--- config.mk ---
export PLATFORM = sky130hd
export DESIGN_NAME = whitespace_trim_stream
export DESIGN_NICKNAME = d
export VERILOG_FILES = /design/src/design/wts_pkg.sv /design/src/design/wts_ram.sv /design/src/design/wts_front.sv /design/src/design/wts_queue.sv /design/src/design/wts_back.sv /design/src/design/whitespace_trim_stream.sv
export VERILOG_INCLUDE_DIRS = /design/src /design/src/design
export SDC_FILE = /design/constraint.sdc
export NUM_CORES = 1
export LEC_CHECK = 0
export BUFFER_PORTS_ARGS = -buffer_cell sky130_fd_sc_hd__clkbuf_2
export CAP_MARGIN = 20
export CORE_MARGIN = 3
export CORE_UTILIZATION = 67
export CTS_CLUSTER_DIAMETER = 30
export DETAILED_ROUTE_END_ITERATION = 7
export PLACE_DENSITY = 0.85
export SYNTH_ARGS = -nofsm -noshare
export SYNTH_HDL_FRONTEND = slang
export SYNTH_HIERARCHICAL = 1
export SYNTH_SLANG_ARGS = --single-unit
--- constraint.sdc ---
create_clock -name clk -period 7 [get_ports clk]
set_clock_uncertainty 0.15 [all_clocks]
set_input_delay 0 -clock clk [delete_from_list [all_inputs] [get_ports clk]]
set_output_delay 0 -clock clk [all_outputs]
set_load 0.01 [all_outputs]
--- src/design/whitespace_trim_stream_defines.svh ---
// Assertion macros shared by the whitespace trimmer modules.
// Defining ASSERT_OFF turns every check into empty text.
`ifndef WHITESPACE_TRIM_STREAM_DEFINES_SVH
`define WHITESPACE_TRIM_STREAM_DEFINES_SVH
`ifndef ASSERT_OFF
`define WTS_ASSERT(label, clk, rst_n, prop, msg) \
    label: assert property (@(posedge clk) disable iff (!rst_n) prop) else $error(msg);
`define WTS_ASSERT_NEXT(label, clk, rst_n, pre, post, msg) \
    label: assert property (@(posedge clk) disable iff (!rst_n) pre |=> post) else $error(msg);
`else
`define WTS_ASSERT(label, clk, rst_n, prop, msg)
`define WTS_ASSERT_NEXT(label, clk, rst_n, pre, post, msg)
`endif
`endif

--- src/design/wts_pkg.sv ---
// Types, constants and codes of the whitespace trimmer.
// Used by the front, queue, back and top modules; depends on nothing.
`timescale 1ns / 1ps

package wts_pkg;

    localparam int RUN_DEPTH = 32;
    localparam int ADDR_W    = (RUN_DEPTH > 1) ? $clog2(RUN_DEPTH) : 1;
    localparam int CNT_W     = $clog2(RUN_DEPTH + 1);

    localparam int QDEPTH  = 4;
    localparam int QPTR_W  = $clog2(QDEPTH);
    localparam int QCNT_W  = $clog2(QDEPTH + 1);

    localparam int CFG_IDX_W = 2;

    localparam logic [CFG_IDX_W-1:0] REG_TRIM_MODE = 2'd0;
    localparam logic [CFG_IDX_W-1:0] REG_KEEP_CHAR = 2'd1;

    localparam logic [2:0] TRIM_MODE_RESET = 3'd3;
    localparam logic [7:0] KEEP_CHAR_RESET = 8'd0;

    localparam logic [7:0] WHITE_MAX = 8'd32;
    localparam logic [7:0] TEXT_MIN  = 8'd128;

    typedef struct packed {
        logic [7:0] in_byte;
        logic       in_last;
    } in_item_t;

    typedef struct packed {
        logic [7:0] out_byte;
        logic       has_byte;
        logic       out_last;
        logic       run_overflow;
    } out_item_t;

    // One command: replay flush_n held bytes, then optionally one byte.
    typedef struct packed {
        logic [CNT_W-1:0] flush_n;
        logic             emit_byte;
        logic [7:0]       data;
        logic             last;
        logic             overflow;
    } cmd_t;

    typedef enum logic [1:0] {
        B_IDLE,
        B_RD,
        B_WR,
        B_EMIT
    } back_state_t;

endpackage

--- src/design/wts_ram.sv ---
// Generic single-write, single-read RAM with a registered read port.
// Stand-alone; holds the white run of the trimmer.
`timescale 1ns / 1ps

module wts_ram #(
    parameter int WIDTH = 8,
    parameter int DEPTH = 32,
    parameter int AW    = (DEPTH > 1) ? $clog2(DEPTH) : 1
) (
    input  logic             clk,
    input  logic             we,
    input  logic [AW-1:0]    waddr,
    input  logic [WIDTH-1:0] wdata,
    input  logic             re,
    input  logic [AW-1:0]    raddr,
    output logic [WIDTH-1:0] rdata
);

    logic [WIDTH-1:0] mem_reg [DEPTH];
    logic [WIDTH-1:0] rdata_reg;

    always_ff @(posedge clk)
    begin
        if (we)
        begin
            mem_reg[waddr] <= wdata;
        end
        if (re)
        begin
            rdata_reg <= mem_reg[raddr];
        end
    end

    assign rdata = rdata_reg;

endmodule

--- src/design/wts_front.sv ---
// Front end: configuration registers, byte classification and run bookkeeping.
// Depends on wts_pkg; feeds commands to wts_queue and bytes to wts_ram.
`timescale 1ns / 1ps
`include "whitespace_trim_stream_defines.svh"

module wts_front (
    input  logic                         clk,
    input  logic                         rst_n,
    input  logic                         cfg_valid,
    input  logic [wts_pkg::CFG_IDX_W-1:0] cfg_index,
    input  logic [7:0]                   cfg_data,
    input  logic                         in_valid,
    output logic                         in_stall,
    input  wts_pkg::in_item_t            in_data,
    input  logic                         q_full,
    output logic                         q_push,
    output wts_pkg::cmd_t                q_data,
    input  logic                         flush_done,
    output logic                         ram_we,
    output logic [wts_pkg::ADDR_W-1:0]   ram_waddr,
    output logic [7:0]                   ram_wdata
);

    import wts_pkg::*;

    logic [2:0]       trim_mode_reg;
    logic [7:0]       keep_char_reg;
    logic             seen_reg, seen_next;
    logic [CNT_W-1:0] count_reg, count_next;
    logic             ovf_reg, ovf_next;
    logic             flush_busy_reg, flush_busy_next;

    logic             lt, rt, ct;
    logic             kept, white, drop_now, keep_now;
    logic             store_wr, step_ovf, push_need, accept;
    logic [CNT_W-1:0] count_after;
    cmd_t             cmd;

    always_ff @(posedge clk or negedge rst_n)
    begin
        if (!rst_n)
        begin
            trim_mode_reg <= TRIM_MODE_RESET;
            keep_char_reg <= KEEP_CHAR_RESET;
        end
        else if (cfg_valid)
        begin
            case (cfg_index)
                REG_TRIM_MODE: trim_mode_reg <= cfg_data[2:0];
                REG_KEEP_CHAR: keep_char_reg <= cfg_data;
                default: ;
            endcase
        end
    end

    assign lt = trim_mode_reg[0];
    assign rt = trim_mode_reg[1];
    assign ct = trim_mode_reg[2];

    assign kept  = (keep_char_reg != 8'd0) && (in_data.in_byte == keep_char_reg);
    assign white = ((in_data.in_byte <= WHITE_MAX) || (in_data.in_byte >= TEXT_MIN)) && !kept;
    assign drop_now = seen_reg ? (ct && rt) : lt;
    assign keep_now = seen_reg ? (!ct && !rt) : (!lt && !rt);

    always_comb
    begin
        cmd         = '0;
        store_wr    = 1'b0;
        step_ovf    = 1'b0;
        count_after = count_reg;
        if (!white)
        begin
            if ((count_reg != '0) && (seen_reg ? !ct : !lt))
            begin
                cmd.flush_n = count_reg;
            end
            count_after   = '0;
            cmd.emit_byte = 1'b1;
            cmd.data      = in_data.in_byte;
        end
        else
        begin
            if (!drop_now)
            begin
                if (keep_now && (count_reg == '0))
                begin
                    cmd.emit_byte = 1'b1;
                    cmd.data      = in_data.in_byte;
                end
                else if (count_reg < CNT_W'(RUN_DEPTH))
                begin
                    store_wr    = 1'b1;
                    count_after = count_reg + CNT_W'(1);
                end
                else
                begin
                    step_ovf = 1'b1;
                end
            end
            // At the end of the string the held run is settled.
            if (in_data.in_last && (count_after != '0))
            begin
                if (seen_reg)
                begin
                    cmd.flush_n = rt ? '0 : count_after;
                end
                else if (!lt)
                begin
                    cmd.flush_n = rt ? CNT_W'(1) : count_after;
                end
            end
        end
        cmd.last     = in_data.in_last;
        cmd.overflow = ovf_reg | step_ovf;
        push_need    = (cmd.flush_n != '0) || cmd.emit_byte || in_data.in_last;
    end

    // A pending replay reads the run store, so no new byte may enter until it is done.
    assign in_stall  = q_full || flush_busy_reg;
    assign accept    = in_valid && !in_stall;
    assign q_push    = accept && push_need;
    assign q_data    = cmd;
    assign ram_we    = accept && store_wr;
    assign ram_waddr = count_reg[ADDR_W-1:0];
    assign ram_wdata = in_data.in_byte;

    always_comb
    begin
        seen_next       = seen_reg;
        count_next      = count_reg;
        ovf_next        = ovf_reg;
        flush_busy_next = flush_busy_reg;
        if (flush_done)
        begin
            flush_busy_next = 1'b0;
        end
        if (accept)
        begin
            if (q_push && (cmd.flush_n != '0))
            begin
                flush_busy_next = 1'b1;
            end
            if (in_data.in_last)
            begin
                seen_next  = 1'b0;
                count_next = '0;
                ovf_next   = 1'b0;
            end
            else
            begin
                seen_next  = seen_reg | !white;
                count_next = count_after;
                ovf_next   = ovf_reg | step_ovf;
            end
        end
    end

    always_ff @(posedge clk or negedge rst_n)
    begin
        if (!rst_n)
        begin
            seen_reg       <= 1'b0;
            count_reg      <= '0;
            ovf_reg        <= 1'b0;
            flush_busy_reg <= 1'b0;
        end
        else
        begin
            seen_reg       <= seen_next;
            count_reg      <= count_next;
            ovf_reg        <= ovf_next;
            flush_busy_reg <= flush_busy_next;
        end
    end

    `WTS_ASSERT(a_no_store_write_in_flush, clk, rst_n, ram_we |-> !flush_busy_reg, "run store written during replay")
    `WTS_ASSERT_NEXT(a_flush_marks_busy, clk, rst_n, (q_push && (q_data.flush_n != '0)), flush_busy_reg, "replay not tracked")

endmodule

--- src/design/wts_queue.sv ---
// Short command queue between the front and back ends.
// Depends on wts_pkg for the command type and depth.
`timescale 1ns / 1ps
`include "whitespace_trim_stream_defines.svh"

module wts_queue (
    input  logic          clk,
    input  logic          rst_n,
    input  logic          push,
    input  wts_pkg::cmd_t push_data,
    output logic          full,
    input  logic          pop,
    output wts_pkg::cmd_t head,
    output logic          empty
);

    import wts_pkg::*;

    cmd_t              slot_reg [QDEPTH];
    logic [QPTR_W-1:0] wr_ptr_reg, wr_ptr_next;
    logic [QPTR_W-1:0] rd_ptr_reg, rd_ptr_next;
    logic [QCNT_W-1:0] count_reg, count_next;

    assign full  = (count_reg == QCNT_W'(QDEPTH));
    assign empty = (count_reg == '0);
    assign head  = slot_reg[rd_ptr_reg];

    always_comb
    begin
        wr_ptr_next = wr_ptr_reg;
        rd_ptr_next = rd_ptr_reg;
        count_next  = count_reg;
        if (push)
        begin
            wr_ptr_next = wr_ptr_reg + QPTR_W'(1);
        end
        if (pop)
        begin
            rd_ptr_next = rd_ptr_reg + QPTR_W'(1);
        end
        if (push && !pop)
        begin
            count_next = count_reg + QCNT_W'(1);
        end
        else if (pop && !push)
        begin
            count_next = count_reg - QCNT_W'(1);
        end
    end

    always_ff @(posedge clk or negedge rst_n)
    begin
        if (!rst_n)
        begin
            wr_ptr_reg <= '0;
            rd_ptr_reg <= '0;
            count_reg  <= '0;
        end
        else
        begin
            wr_ptr_reg <= wr_ptr_next;
            rd_ptr_reg <= rd_ptr_next;
            count_reg  <= count_next;
        end
    end

    always_ff @(posedge clk)
    begin
        if (push)
        begin
            slot_reg[wr_ptr_reg] <= push_data;
        end
    end

    `WTS_ASSERT(a_no_push_when_full, clk, rst_n, push |-> !full, "command queue overrun")
    `WTS_ASSERT(a_no_pop_when_empty, clk, rst_n, pop |-> !empty, "command queue underrun")

endmodule

--- src/design/wts_back.sv ---
// Back end: carries out queued commands, replaying held runs from the run store.
// Depends on wts_pkg; reads wts_ram and drives the output register.
`timescale 1ns / 1ps
`include "whitespace_trim_stream_defines.svh"

module wts_back (
    input  logic                       clk,
    input  logic                       rst_n,
    input  logic                       q_empty,
    input  wts_pkg::cmd_t              q_head,
    output logic                       q_pop,
    output logic                       ram_re,
    output logic [wts_pkg::ADDR_W-1:0] ram_raddr,
    input  logic [7:0]                 ram_rdata,
    output logic                       flush_done,
    output logic                       out_valid,
    input  logic                       out_stall,
    output wts_pkg::out_item_t         out_data
);

    import wts_pkg::*;

    back_state_t      state_reg, state_next;
    cmd_t             cmd_reg, cmd_next;
    logic [CNT_W-1:0] idx_reg, idx_next;
    logic             out_valid_reg, out_valid_next;
    out_item_t        out_reg, out_next;
    logic             can_load;
    logic [CNT_W-1:0] idx_inc;

    assign can_load = !out_valid_reg || !out_stall;
    assign idx_inc  = idx_reg + CNT_W'(1);

    always_comb
    begin
        state_next     = state_reg;
        cmd_next       = cmd_reg;
        idx_next       = idx_reg;
        out_next       = out_reg;
        out_valid_next = out_valid_reg && out_stall;
        q_pop          = 1'b0;
        ram_re         = 1'b0;
        ram_raddr      = idx_reg[ADDR_W-1:0];
        flush_done     = 1'b0;
        case (state_reg)
            B_IDLE:
            begin
                if (!q_empty)
                begin
                    q_pop      = 1'b1;
                    cmd_next   = q_head;
                    idx_next   = '0;
                    state_next = (q_head.flush_n != '0) ? B_RD : B_EMIT;
                end
            end
            B_RD:
            begin
                ram_re     = 1'b1;
                state_next = B_WR;
            end
            B_WR:
            begin
                if (can_load)
                begin
                    out_valid_next        = 1'b1;
                    out_next.out_byte     = ram_rdata;
                    out_next.has_byte     = 1'b1;
                    out_next.out_last     = cmd_reg.last && !cmd_reg.emit_byte &&
                                            (idx_inc == cmd_reg.flush_n);
                    out_next.run_overflow = cmd_reg.overflow;
                    idx_next              = idx_inc;
                    if (idx_inc == cmd_reg.flush_n)
                    begin
                        flush_done = 1'b1;
                        state_next = cmd_reg.emit_byte ? B_EMIT : B_IDLE;
                    end
                    else
                    begin
                        state_next = B_RD;
                    end
                end
            end
            B_EMIT:
            begin
                if (can_load)
                begin
                    // A command with no byte here is the bare end marker.
                    out_valid_next        = 1'b1;
                    out_next.out_byte     = cmd_reg.data;
                    out_next.has_byte     = cmd_reg.emit_byte;
                    out_next.out_last     = cmd_reg.last;
                    out_next.run_overflow = cmd_reg.overflow;
                    state_next            = B_IDLE;
                    if (!q_empty)
                    begin
                        q_pop      = 1'b1;
                        cmd_next   = q_head;
                        idx_next   = '0;
                        state_next = (q_head.flush_n != '0) ? B_RD : B_EMIT;
                    end
                end
            end
            default:
            begin
                state_next = B_IDLE;
            end
        endcase
    end

    always_ff @(posedge clk or negedge rst_n)
    begin
        if (!rst_n)
        begin
            state_reg     <= B_IDLE;
            out_valid_reg <= 1'b0;
            idx_reg       <= '0;
        end
        else
        begin
            state_reg     <= state_next;
            out_valid_reg <= out_valid_next;
            idx_reg       <= idx_next;
        end
    end

    always_ff @(posedge clk)
    begin
        cmd_reg <= cmd_next;
        out_reg <= out_next;
    end

    assign out_valid = out_valid_reg;
    assign out_data  = out_reg;

    `WTS_ASSERT(a_replay_in_range, clk, rst_n, (state_reg == B_RD) |-> (idx_reg < cmd_reg.flush_n), "replay index past held run")

endmodule

--- src/design/whitespace_trim_stream.sv ---
// Whitespace trimmer. A plain byte is queued at its input transfer, passes through the
// back end's command register into the output register; such bytes stream at one a cycle
// while the output is not stalled. A held run of n white bytes is replayed from the run store
// byte by byte (each read, then loaded), and new input waits while a replay is pending.
// Reset is asynchronous and active low: trim_mode returns to 3, keep_char to 0, the
// queue empties and the run store keeps its contents, which are only read once written.
`timescale 1ns / 1ps

module whitespace_trim_stream (
    input  logic                          clk,
    input  logic                          rst_n,
    input  logic                          cfg_valid,
    output logic                          cfg_ready,
    input  logic [wts_pkg::CFG_IDX_W-1:0] cfg_index,
    input  logic [7:0]                    cfg_data,
    input  logic                          in_valid,
    output logic                          in_stall,
    input  wts_pkg::in_item_t             in_data,
    output logic                          out_valid,
    input  logic                          out_stall,
    output wts_pkg::out_item_t            out_data
);

    import wts_pkg::*;

    logic              q_push, q_full, q_pop, q_empty;
    cmd_t              q_wdata, q_head;
    logic              flush_done;
    logic              ram_we, ram_re;
    logic [ADDR_W-1:0] ram_waddr, ram_raddr;
    logic [7:0]        ram_wdata, ram_rdata;

    assign cfg_ready = 1'b1;

    wts_front u_front (
        .clk        (clk),
        .rst_n      (rst_n),
        .cfg_valid  (cfg_valid),
        .cfg_index  (cfg_index),
        .cfg_data   (cfg_data),
        .in_valid   (in_valid),
        .in_stall   (in_stall),
        .in_data    (in_data),
        .q_full     (q_full),
        .q_push     (q_push),
        .q_data     (q_wdata),
        .flush_done (flush_done),
        .ram_we     (ram_we),
        .ram_waddr  (ram_waddr),
        .ram_wdata  (ram_wdata)
    );

    wts_queue u_queue (
        .clk       (clk),
        .rst_n     (rst_n),
        .push      (q_push),
        .push_data (q_wdata),
        .full      (q_full),
        .pop       (q_pop),
        .head      (q_head),
        .empty     (q_empty)
    );

    wts_ram #(
        .WIDTH (8),
        .DEPTH (RUN_DEPTH)
    ) u_run_store (
        .clk   (clk),
        .we    (ram_we),
        .waddr (ram_waddr),
        .wdata (ram_wdata),
        .re    (ram_re),
        .raddr (ram_raddr),
        .rdata (ram_rdata)
    );

    wts_back u_back (
        .clk        (clk),
        .rst_n      (rst_n),
        .q_empty    (q_empty),
        .q_head     (q_head),
        .q_pop      (q_pop),
        .ram_re     (ram_re),
        .ram_raddr  (ram_raddr),
        .ram_rdata  (ram_rdata),
        .flush_done (flush_done),
        .out_valid  (out_valid),
        .out_stall  (out_stall),
        .out_data   (out_data)
    );

endmodule

# After elaboration in Yosys (flattened, before gate mapping)
# Memory sizes are Yosys's and may differ from the RTL's. A register that Yosys moved wholly into a read port is not among the register bits.
# Cells that the tools add are included.
[word_totals]
regBits = 64
latch_bits = 0
ramBits = 324
mem_bits_ro = 0
in_bits = 24
out_inout_bits = 14
mem_count = 2
[memory_table]
columns = ["memory", "words", "word_bits", "rd", "rd_clocked_by_memory_dff", "wr", "line_no", "source"]
rows = [
  ["u_run_store.mem_reg", 32, 8, 1, 1, 1, "wts_ram.sv:19", "logic [WIDTH-1:0] mem_reg [DEPTH];"],
  ["u_queue.slot_reg", 4, 17, 1, 0, 1, "wts_queue.sv:19", "cmd_t slot_reg [QDEPTH];"],
]
[op_classes]
add_sub_neg = 6
multipliers = 0
div_mod_pow = 0
magnitude_cmp = 3
n_eq_ne = 10
n_shift = 0
n_mux = 64
n_bitwise = 2
reduce_logical = 53
[op_table]
columns = ["cell", "count"]
rows = [
  ["$mux 6", 15],
  ["$mux 17", 2],
  ["$pmux 17 s2", 1],
  ["$mux 1", 28],
  ["$reduce_bool 6->1", 4],
  ["$mux 11", 2],
  ["$pmux 11 s2", 1],
  ["$mux 9", 2],
  ["$pmux 6 s3", 1],
  ["$logic_and 1x1->1", 17],
  ["$mux 15", 1],
  ["$mux 2", 7],
  ["$add 6x1->6 const B", 2],
  ["$logic_not 1->1", 11],
  ["$reduce_and 3->1", 3],
  ["$eq 8x8->1", 1],
  ["$ge 8x8->1 const B", 1],
  ["$le 8x6->1 const B", 1],
  ["$pmux 2 s4", 1],
  ["$reduce_bool 8->1", 1],
  ["$eq 6x6->1", 1],
  ["$logic_not 6->1", 1],
  ["$lt 6x6->1 const B", 1],
  ["$mux 3", 2],
  ["17 further kinds", 31],
]

# Depth between registers and ports, before layout
[logic_depth]
word_depth = 20
depth_mapped = 14

# Cells and area by module
# The synthesis kept the hierarchy.
[by_module_without_submodules]
columns = ["mod", "n_inst", "cells_per_inst", "area_per_inst_um2"]
rows = [
  ["wts_ram", 1, 417, 10133.5],
  ["wts_queue", 1, 123, 2890.3],
  ["wts_back", 1, 132, 1707.9],
  ["wts_front", 1, 173, 1549.0],
  ["whitespace_trim_stream", 1, 2, 11.3],
]

# Least setup slack after synthesis
# No wires, ideal clock.
[synth_path]
path_type = "register -> register"
from = "reg u_front.keep_char_reg[4]"
to = "reg u_queue.count_reg[2]"
arrival_ns = 3.065
slack_ns = 3.705
path_stages_with_launch = 15
synth_period_minus_slack_ns = 3.295
cell_sequence = "dfrtp_1 > xor2_1 > nor4_1 > a41o_1 > clkbuf_1 > clkbuf_1 > a21o_1 > nor2_1 > nor2_1 > ha_1 > inv_1 > fa_1 > xor2_1 > nor2_1 > xor2_1"
[synth_lines]
columns = ["element", "line_no", "source"]
rows = [
  ["start, declared", "wts_front.sv:27", "logic [7:0] keep_char_reg;"],
  ["start signal, assigned", "wts_front.sv:50", "REG_KEEP_CHAR: keep_char_reg <= cfg_data;"],
  ["end signal, assigned", "wts_queue.sv:63", "count_reg <= count_next;"],
  ["end, declared", "wts_queue.sv:22", "logic [QCNT_W-1:0] count_reg, count_next;"],
]

==> results_dict.tcl <==
set metrics [dict create \
    dp.cells 1157 \
    cap_violations 0 \
    synth_seq_cells 396 \
    cts.sinks 396 \
    whs_ns -0.0195 \
    r2r.worst_path.cells 12 \
    track_usage_pct 32.0 \
    start_util_pct 68.8 \
    total_power_w 0.00770 \
    synthCells 847 \
    synthFlopType "edfxtp_1" \
    synth.avg_cell_area_sq_um 19.2 \
    insertion_delay_ns 0.59 \
    synth_mux_area_share_pct 15.7 \
    slew_violations 0 \
    wl_per_cell_um 31.3 \
    crit_arrival_ns 4.65 \
    rows 56 \
    synth_compound_area_share_pct 2.58 \
    path_max_fanout 35 \
    maxSlewHeadroom_pct 21.3 \
    final_nets 966 \
    violations "hold timing" \
    cp-start-kind "input port" \
    dr.pass1.iters 6 \
    min_path_type "input port to flop" \
    min_period_over_period_pct 61.6 \
    io_pins 38 \
    pwr_density_cell_mw_per_mm2 405 \
    drt_iter0_markers 1177 \
    hpwlAfterDp_mm 20.6 \
    combPwrFrac_pct 18.9 \
    synth_top_family_by_area "multiplexers" \
    die_area_sq_mm 0.0262 \
    vias 9155 \
    tightest_slew_ns 1.18 \
    yosysWarnings 6 \
    cts-buffers-inserted 61 \
    ant_nets 0 \
    port_buffers 36 \
    grt_max_degree 71 \
    rsz0062_at_grt "no" \
    placed_cell_area_sq_mm 0.0166 \
    die_x_um 162 \
    netSwitchingFraction_pct 28.6 \
    p_int_w 0.00550 \
    final-hold-violation-count 22 \
    largest_register_ffs 256 \
    crit_path_end_kind "flop" \
    fillers 1079 \
    grt_pass1_vias 9440 \
    synth_simple_gate_area_share_pct 5.05 \
    p_clk_share_pct 40.5 \
    gp_congestion 0.838 \
    p_leak_nw 6.32 \
    drive_gt1_share_pct 29.0 \
    syn-num-nets 885 \
    area_growth_pct 16.6 \
    cts_resized 0 \
    syn_area_sq_mm 0.0163 \
    fin_crit_ns 4.31 \
    die_h_um 162 \
    ys_seq_area_share_pct 71.9 \
    setup_viol 0 \
    cts_tree "done" \
    via_per_inst 7.06 \
    cts_root_buf "clkbuf_16" \
    wl_mm 40.6 \
    crit_required_ns 7.34 \
    clk_pin_slew_ns 0.06 \
    grt_antenna_before_repair 0 \
    p_switching_w 0.00221 \
    core_sq_mm 0.0237 \
    antenna_cells 0 \
    finalNonFillerCells 1297 \
    synthArstFlopShare_pct 9.09 \
    final_cell_area_sq_mm 0.0190 \
    whs_path_depth 1 \
    grt_pass1_wl_mm 61.1 \
    cts.htree.levels 2 \
    cts.path.max_buffers 3 \
    status "finished with violations" \
    synth_edf_count 360 \
    synthXorXnorAreaFrac_pct 1.18 \
    ir_drop_mv 0.398 \
    p_seq_share_pct 40.5 \
    fmax_mhz 232 \
    grt-ovfl-total 0 \
    fin_tns_setup_ns 0 \
    synth_cell_type_count 60 \
    synthAdderAreaFrac_pct 1.12 \
    crit_type "input port to flop" \
    drcViolationCount 0 \
]
[per-stage QoR]
step / utilization [%] / hold slack (ns) / setup WS, ns
floorplan: - / -0.446 / 3.71
global placement: 70.1 / 0.0169 / 3.28
detailed placement: 70.1 / 0.0389 / 3.12
CTS: 80.1 / 0.00541 / 3.00
global route: 80.2 / 0.0332 / 2.56
finish: 80.2 / -0.0195 / 2.69
[layout make-up]
type                    instances  area [sq um]  share of cell area, %
well taps                     319           399                   2.10
flip-flops and latches        396         11700                   61.7
clock inverters                47           568                   2.99
multi-input cells             384          4190                   22.1
clock buffers                  66          1560                   8.19
repair buffers                 68           503                   2.65
inverters                      17          63.8                  0.336
[critical path: stages]
cell	delay (ns)
dlygate4sd3_1	0.54
clkbuf_2	0.42
xor2_1	0.30
nor4_1	0.35
a41o_1	0.61
a21o_1	0.41
nor2_1	0.16
nor2_1	0.48
ha_1	0.33
inv_1	0.07
fa_1	0.40
xor2_1	0.18
nor2_1	0.14
xor2_1	0.25
[cell usage in the layout, fill, tap and decap left out, types with 4 or more instances in the layout]
cell,n
ha_1,13
nor3_1,10
nand2b_1,5
clkinv_2,7
edfxtp_1,360
or3b_2,5
bufinv_16,8
nand2_1,27
mux4_1,9
inv_6,13
dlygate4sd3_1,25
nand3b_1,6
xor2_1,15
o31ai_1,8
dfrtp_1,32
clkbuf_2,36
and3_1,6
buf_4,6
a21oi_1,12
nor4_1,7
clkinvlp_4,8
nor2_1,51
nand3_1,13
clkbuf_1,4
mux2_2,28
xnor2_1,7
o21ai_0,12
inv_1,17
mux4_2,88
and2_1,14
clkinv_4,4
clkbuf_16,61
[logic make-up after synthesis]
| logic type | Yosys count |
|---|---|
| DFF | 396 |
| and+or+nand+nor | 160 |
| muxes | 128 |
| buffers and inverters | 67 |
| AOI/OAI and AO/OA | 59 |
| xor gates and xnor gates | 22 |
| adders and majority gates | 14 |
| other | 1 |
[synth_stat cells, types with 7 or more instances]
library cell	number	area share, %
a21oi_1	12	0.37
and2_1	14	0.54
buf_4	26	1.2
clkbuf_1	11	0.25
dfrtp_1	34	5.2
edfxtp_1	360	66
ha_1	13	1.0
inv_1	17	0.39
mux2_2	28	1.9
mux4_1	9	1.5
mux4_2	88	12
nand2_1	27	0.62
nand3_1	13	0.40
nor2_1	51	1.2
nor3_1	10	0.31
nor4_1	7	0.27
o21ai_0	12	0.37
o31ai_1	8	0.37
xnor2_1	7	0.38
xor2_1	15	0.81
[power groups by stage]
| stage | logic, W | registers [W] | clock network [W] |
|---|---|---|---|
| 3_3_place_gp | 0.00127 | 0.00311 | 0 |
| 3_5_place_dp | 0.00132 | 0.00314 | 0 |
| 6_report | 0.00146 | 0.00312 | 0.00312 |
| 5_1_grt | 0.00153 | 0.00314 | 0.00326 |
| 4_1_cts | 0.00142 | 0.00312 | 0.00314 |
| 2_1_floorplan | 0.00106 | 0.00306 | 0 |
[path summary, 6_finish.rpt]
path	start	endpoint	slack (ns)
min in group asynchronous	rst_n	u_queue/count_reg[2]	0.37
worst max-delay path	in_data[5]	u_queue/count_reg[2]	2.69
worst min-delay path	in_data[8]	u_run_store/mem_reg[6][7]	-0.02
worst max register to register	u_front/keep_char_reg[6]	u_queue/count_reg[2]	2.77
max in group asynchronous	rst_n	u_back/idx_reg[0]	4.51
worst min register to register	u_back/cmd_reg[0]	u_back/out_data[0]	0.27
[layer usage]
layer	global-route usage [%]	wire (um)	part of all wire [%]	vias up
met1	43.6	14500	36	4649
met2	53.2	20500	51	776
met3	5.81	4020	9.9	137
met5	0	0	0	-
met4	11.7	1530	3.8	0
li1	-	-	-	3593
[repair_timing]
action	4_1_cts	5_1_grt
buffers inserted	0	0
hold buffers	25	0
endpoints found under the hold margin	128	0
Note: power is estimated with default switching activity, not from simulation.
